File: src/rtl/crt_pkg.sv
package crt_pkg;

    localparam int OP_W   = 2;
    localparam int ADDR_W = 32;
    localparam int LEN_W  = 25;
    localparam int SIZE_W = 11;

    // chunk index / chunk count width, sized for the smallest chunk shift
    localparam int CHUNK_SHIFT_MIN = 6;
    localparam int CNT_W           = LEN_W - CHUNK_SHIFT_MIN + 1;

    localparam int MAP_ENTRIES_DEF = 16384;
    localparam int CHUNK_SHIFT_DEF = 10;

    // received map is kept as rows of ROW_BITS flags
    localparam int ROW_BITS  = 16;
    localparam int ROW_BIT_W = 4;

    localparam int QUEUE_DEPTH = 2;

    localparam logic [OP_W-1:0] OP_BEGIN  = 2'd0;
    localparam logic [OP_W-1:0] OP_CHUNK  = 2'd1;
    localparam logic [OP_W-1:0] OP_FINISH = 2'd2;

    typedef struct packed {
        logic [OP_W-1:0]   op;
        logic [ADDR_W-1:0] addr;
        logic [LEN_W-1:0]  byte_count;
    } t_in_item;

    typedef struct packed {
        logic [ADDR_W-1:0] missing_address;
        logic [SIZE_W-1:0] missing_size;
        logic              complete;
        logic              range_error;
    } t_out_item;

    typedef enum logic [1:0] {
        CMD_BEGIN,
        CMD_MARK,
        CMD_REJECT,
        CMD_FINISH
    } t_cmd_kind;

    // addr: base on begin/finish; idx: chunk index on mark, chunk count on finish
    typedef struct packed {
        t_cmd_kind         kind;
        logic [ADDR_W-1:0] addr;
        logic [LEN_W-1:0]  len;
        logic [CNT_W-1:0]  idx;
        logic              err;
    } t_cmd;

    typedef struct packed {
        logic push;
        t_cmd cmd;
    } t_q_wr;

    typedef enum logic [2:0] {
        ST_IDLE,
        ST_CLEAR,
        ST_MARK_RD,
        ST_MARK_WR,
        ST_SCAN_RD,
        ST_SCAN_CHK,
        ST_EMIT
    } t_back_state;

endpackage

File: src/rtl/crt_queue.sv
module crt_queue (
    input  logic           i_clk,
    input  logic           i_rst_n,
    input  crt_pkg::t_q_wr i_wr,
    input  logic           i_pop,
    output crt_pkg::t_cmd  o_head,
    output logic           o_full,
    output logic           o_empty
);

    localparam int DEPTH = crt_pkg::QUEUE_DEPTH;
    localparam int PTR_W = (DEPTH > 1) ? $clog2(DEPTH) : 1;
    localparam int CNT_W = $clog2(DEPTH + 1);

    crt_pkg::t_cmd    r_ent [DEPTH];
    logic [PTR_W-1:0] r_wr_ptr;
    logic [PTR_W-1:0] r_rd_ptr;
    logic [CNT_W-1:0] r_cnt;

    logic do_push;
    logic do_pop;

    assign o_full  = (r_cnt == CNT_W'(DEPTH));
    assign o_empty = (r_cnt == '0);
    assign o_head  = r_ent[r_rd_ptr];
    assign do_push = i_wr.push && !o_full;
    assign do_pop  = i_pop && !o_empty;

    always_ff @(posedge i_clk) begin
        if (do_push) begin
            r_ent[r_wr_ptr] <= i_wr.cmd;
        end
    end

    always_ff @(posedge i_clk) begin
        if (!i_rst_n) begin
            r_wr_ptr <= '0;
            r_rd_ptr <= '0;
            r_cnt    <= '0;
        end else begin
            if (do_push) begin
                r_wr_ptr <= (r_wr_ptr == PTR_W'(DEPTH - 1)) ? '0 : r_wr_ptr + 1'b1;
            end
            if (do_pop) begin
                r_rd_ptr <= (r_rd_ptr == PTR_W'(DEPTH - 1)) ? '0 : r_rd_ptr + 1'b1;
            end
            if (do_push && !do_pop) begin
                r_cnt <= r_cnt + 1'b1;
            end else if (do_pop && !do_push) begin
                r_cnt <= r_cnt - 1'b1;
            end
        end
    end

`ifndef SYNTHESIS
    a_no_push_full: assert property (@(posedge i_clk) disable iff (!i_rst_n)
        i_wr.push |-> !o_full)
        else $error("request pushed into full queue");

    a_no_pop_empty: assert property (@(posedge i_clk) disable iff (!i_rst_n)
        i_pop |-> !o_empty)
        else $error("pop from empty queue");

    a_cnt_bound: assert property (@(posedge i_clk) disable iff (!i_rst_n)
        do_push && !do_pop |=> r_cnt == $past(r_cnt) + 1'b1)
        else $error("queue count did not follow push");
`endif

endmodule

File: config.mk
export PLATFORM = sky130hd
export DESIGN_NAME = crt_queue
export DESIGN_NICKNAME = d
export VERILOG_FILES = /design/src/rtl/crt_pkg.sv /design/src/rtl/crt_queue.sv
export SDC_FILE = /design/constraint.sdc
export NUM_CORES = 1
export LEC_CHECK = 0
export BUFFER_PORTS_ARGS = -buffer_cell sky130_fd_sc_hd__buf_2
export CORE_ASPECT_RATIO = 1.5
export CORE_UTILIZATION = 35
export CTS_BUF_LIST = sky130_fd_sc_hd__clkbuf_8
export CTS_CLUSTER_SIZE = 12
export DETAILED_ROUTE_END_ITERATION = 7
export SLEW_MARGIN = 40
export SYNTH_ARGS = -nofsm -noshare
export SYNTH_HDL_FRONTEND = slang
export SYNTH_SLANG_ARGS = --single-unit
File: constraint.sdc
create_clock -name i_clk -period 4.2 [get_ports i_clk]
set_input_delay 0.21 -clock i_clk [delete_from_list [all_inputs] [get_ports i_clk]]
set_output_delay 0.21 -clock i_clk [all_outputs]
set_load 0.02 [all_outputs]
==> results.txt <==
----------------------------------------------------
[Finish]
  Layout net count ... 624
  Post-layout util ... 0.499
  Post-route insts no fill ... between 700 and 800
  Diodes inserted ... 0
  Fraction of final layout cells sized beyond drive strength 1 ... 0.507
  Area growth, synth to finish ... 39.2%
  Commonest cells after routing, fill and taps aside ... 165 x buf_2, 160 x edfxtp_1, 81 x dlygate4sd3_1, 72 x mux2_2, 17 x clkbuf_8
  Leading cell type in the layout, fill and taps excluded ... buf_2

[Worst setup path]
  WP data required ... approximately 4000 ps
  Worst r2r dst ... r_ent[0][30]
  Worst path cell trace ... buf_12 > buf_12 > mux2_2 > buf_2
  Critical-path cell with the highest stage delay ... dfxtp_4
  Crit end category ... output port
  Highest net fanout along the worst path ... 28
  Setup crit start kind ... flip-flop
  Cell seen most often among critical-path stages ... buf_12
  Reg-to-reg setup timing slack ... about 2400 ps
  Launch point of the worst reg-to-reg path ... r_cnt[0]
  Critical path class ... reg2out
  CP Data Arrival Time ... roughly 2000 ps
  CP max stage delay ... 600 ps
  Depth of the most critical reg-to-reg path ... 5

[Die]
  Die Y ... 162 µm
  Row count ... 58
  Number of ports placed on the die boundary ... 166
  X dimension of the die ... 109 µm
  Initial cell density of the core ... 0.358
  Die Outline Area ... around 18000 µm²
  Core outline area ... 16800 µm²

[Status]
  Result of the run ... finished, final reports clean

[Detailed routing]
  Total DRC errors in the routed layout ... 0
  Detailed-routing iteration count for the pre-antenna-repair pass ... 4
  Average wire per standard cell ... 15.6 µm
  Wirelength, routed ... roughly 12000 µm
  Total number of vias ... approximately 3.4k
  Ratio of routed vias to standard cells ... 4.43
  Initial drt markers ... 94
  Antenna-violating nets left ... 0

[Clocking]
  Clock Tree Root ... clkbuf_8
  Post-CTS setup buffer count ... 0
  Maximum level of the CTS H-tree ... 4
  Largest buffer count on any clock path ... 2
  Number of CTS-inserted buffers ... 17
  CTS tree ... built
  Clock sink total ... 165
  Clock latency of the later-clocked register in the worst-skew pair ... roughly 430 ps
  Clock edge transition at the registers on the reported setup and hold paths ... ~90 ps

[STA]
  Post-Route Setup TNS ... 0 ps
  Total count of max-transition violations in the final report ... 0
  Pin slew with the least headroom to its limit ... 424 ps
  Headroom to the max-slew limit ... 0.716
  Top achievable clock speed ... 443 MHz
  Number of hold violations in the final report ... 0
  Post-layout minimum cycle time ... about 2300 ps
  RSZ-0062 raised after global routing ... no
  Post-route fraction of the period consumed by the critical path ... 0.538
  Post-route clock skew ... 9.63 ps
  Final Hold Slack ... 165 ps
  Number of setup violations in the final report ... 0

[Worst hold path]
  Hold Startpoint ... i_wr[80]
  Hold WC Path Type ... in2reg
  Cell depth of the worst min-delay path ... 3
  Destination of the worst hold path ... r_wr_ptr

[Yosys]
  Sequential area share after synthesis ... 0.817
  Number of nets in the synthesized netlist ... 359
  Post-Syn Area per Cell ... 21.9 µm²
  Count of different cell masters after synthesis ... 22
  Total of warnings raised by yosys ... 0
  Synth Register Bits ... 165
  Mapped Cells ... 274
  Post-Syn Area ... 6000 µm²

[Place]
  Number of input and output port buffers inserted ... 165
  Weighted congestion reported at the end of routability-driven placement ... 0.690
  Detailed-placement wirelength estimate ... 7780 µm
  Cell Count Post-Placement ... approximately 650

[Flow run]
  Max-Cap Viols ... 0

[Power and ir drop]
  Power after layout ... 4.61 mW
  Leak Pwr ... between 3 and 4 nW
  Power density cells ... 552 nW/µm²
  IR drop worst, VDD ... approximately 0.34 mV

[Global route]
  Global Route Usage Sum ... 0.137
  Number of antenna violations at the first check in global routing ... 0
  Global-route congestion overflow total ... 0
  Largest net degree at the start of global routing ... 31
  Via count of the first global-routing pass ... 3666
  First-pass GRT wire length ... approximately 18000 µm

----------------------------------------------------
## final cells by class
cell class | count | area, µm²
fill | 1421 | 8410
sequential | 165 | 4910
timing repair buffer | 255 | 1760
multi-input combinational | 98 | 1040
tap | 210 | 263
clock buffer | 17 | 234
clock inverter | 15 | 149
inverter | 2 | 7.51
## critical path: cells and delay by family (launching register included)
kind	cells	cell delay, ps
flip-flops	1	600
buffers and inverters	3	630
multiplexers	1	380
## stage by stage
stage / worst slack, ps / cell area (µm²)
6_report: 1940 / 8360
3_5_place_dp: 2150 / 7150
4_1_cts: 1850 / 8350
3_3_place_gp: 2210 / 7070
5_1_grt: 1810 / 8360
2_1_floorplan: 1220 / 6010
## kinds of logic (layout without fill, tap and decap cells)
family	after synthesis	in the layout	synth area share
and+or+nand+nor	9	9	0.00917
DFF	165	165	0.817
muxes	80	80	0.150
AOI/OAI and AO/OA	5	5	0.00542
xor gates and xnor gates	3	3	0.00438
buffers and inverters	11	289	0.0121
adders and majority gates	1	1	0.00208
## cells in the mapped netlist
cell type,count,area share
xor2_1,1,0.0015
mux2_2,72,0.14
buf_4,8,0.010
mux2_1,8,0.015
o21ai_1,1,0.00083
a21boi_1,1,0.0013
a21boi_0,1,0.0013
buf_2,1,0.00083
edfxtp_1,160,0.80
nor3_2,1,0.0017
and3_1,1,0.0010
and2_1,3,0.0031
o21a_1,1,0.0013
ha_1,1,0.0021
inv_1,1,0.00062
or3_1,1,0.0010
o21ai_0,1,0.00083
nand2b_1,1,0.0010
xnor2_1,2,0.0029
inv_2,1,0.00062
dfxtp_1,5,0.017
nor2_1,2,0.0013
## state kept, by name, indices dropped and copies added (netlist names), named ones only
register	cells
r_ent	160
r_cnt	2
r_rd_ptr	1
r_wr_ptr	1
## layer usage
layer	vias up	GRT usage	wire length [µm]
li1	1609	-	-
met4	0	0.0534	198
met1	1667	0.144	4420
met5	-	0	0
met3	11	0.0352	520
met2	90	0.254	6760
## what timing repair did
item,CTS,global route
setup endpoints to repair,0,0
hold buffers,81,0
resized for setup,0,0
hold endpoints to repair,163,0
## how the worst max path moves through the flow
stage | from | endpoint | slack (ps) | depth (start not counted)
floorplan | r_cnt[0] | r_ent[0][0] | 1220 | 3
global placement | r_cnt[0] | r_ent[0][18] | 2210 | 4
detailed placement | r_cnt[0] | r_ent[0][20] | 2150 | 4
CTS | flip-flop | o_head[5] | 1850 | 4
global route | flip-flop | o_head[5] | 1810 | 4
finish | flip-flop | o_head[5] | 1940 | 4
## power breakdown
| part | switching (mW) | internal (mW) | leakage (nW) | total (mW) |
|---|---|---|---|---|
| registers | 0.0923 | 2.06 | 1.54 | 2.16 |
| clock network | 0.600 | 0.487 | 0.196 | 1.09 |
| logic | 0.775 | 0.590 | 1.40 | 1.37 |
| total | 1.47 | 3.14 | 3.13 | 4.61 |
Power figures use the tool's default switching activity.
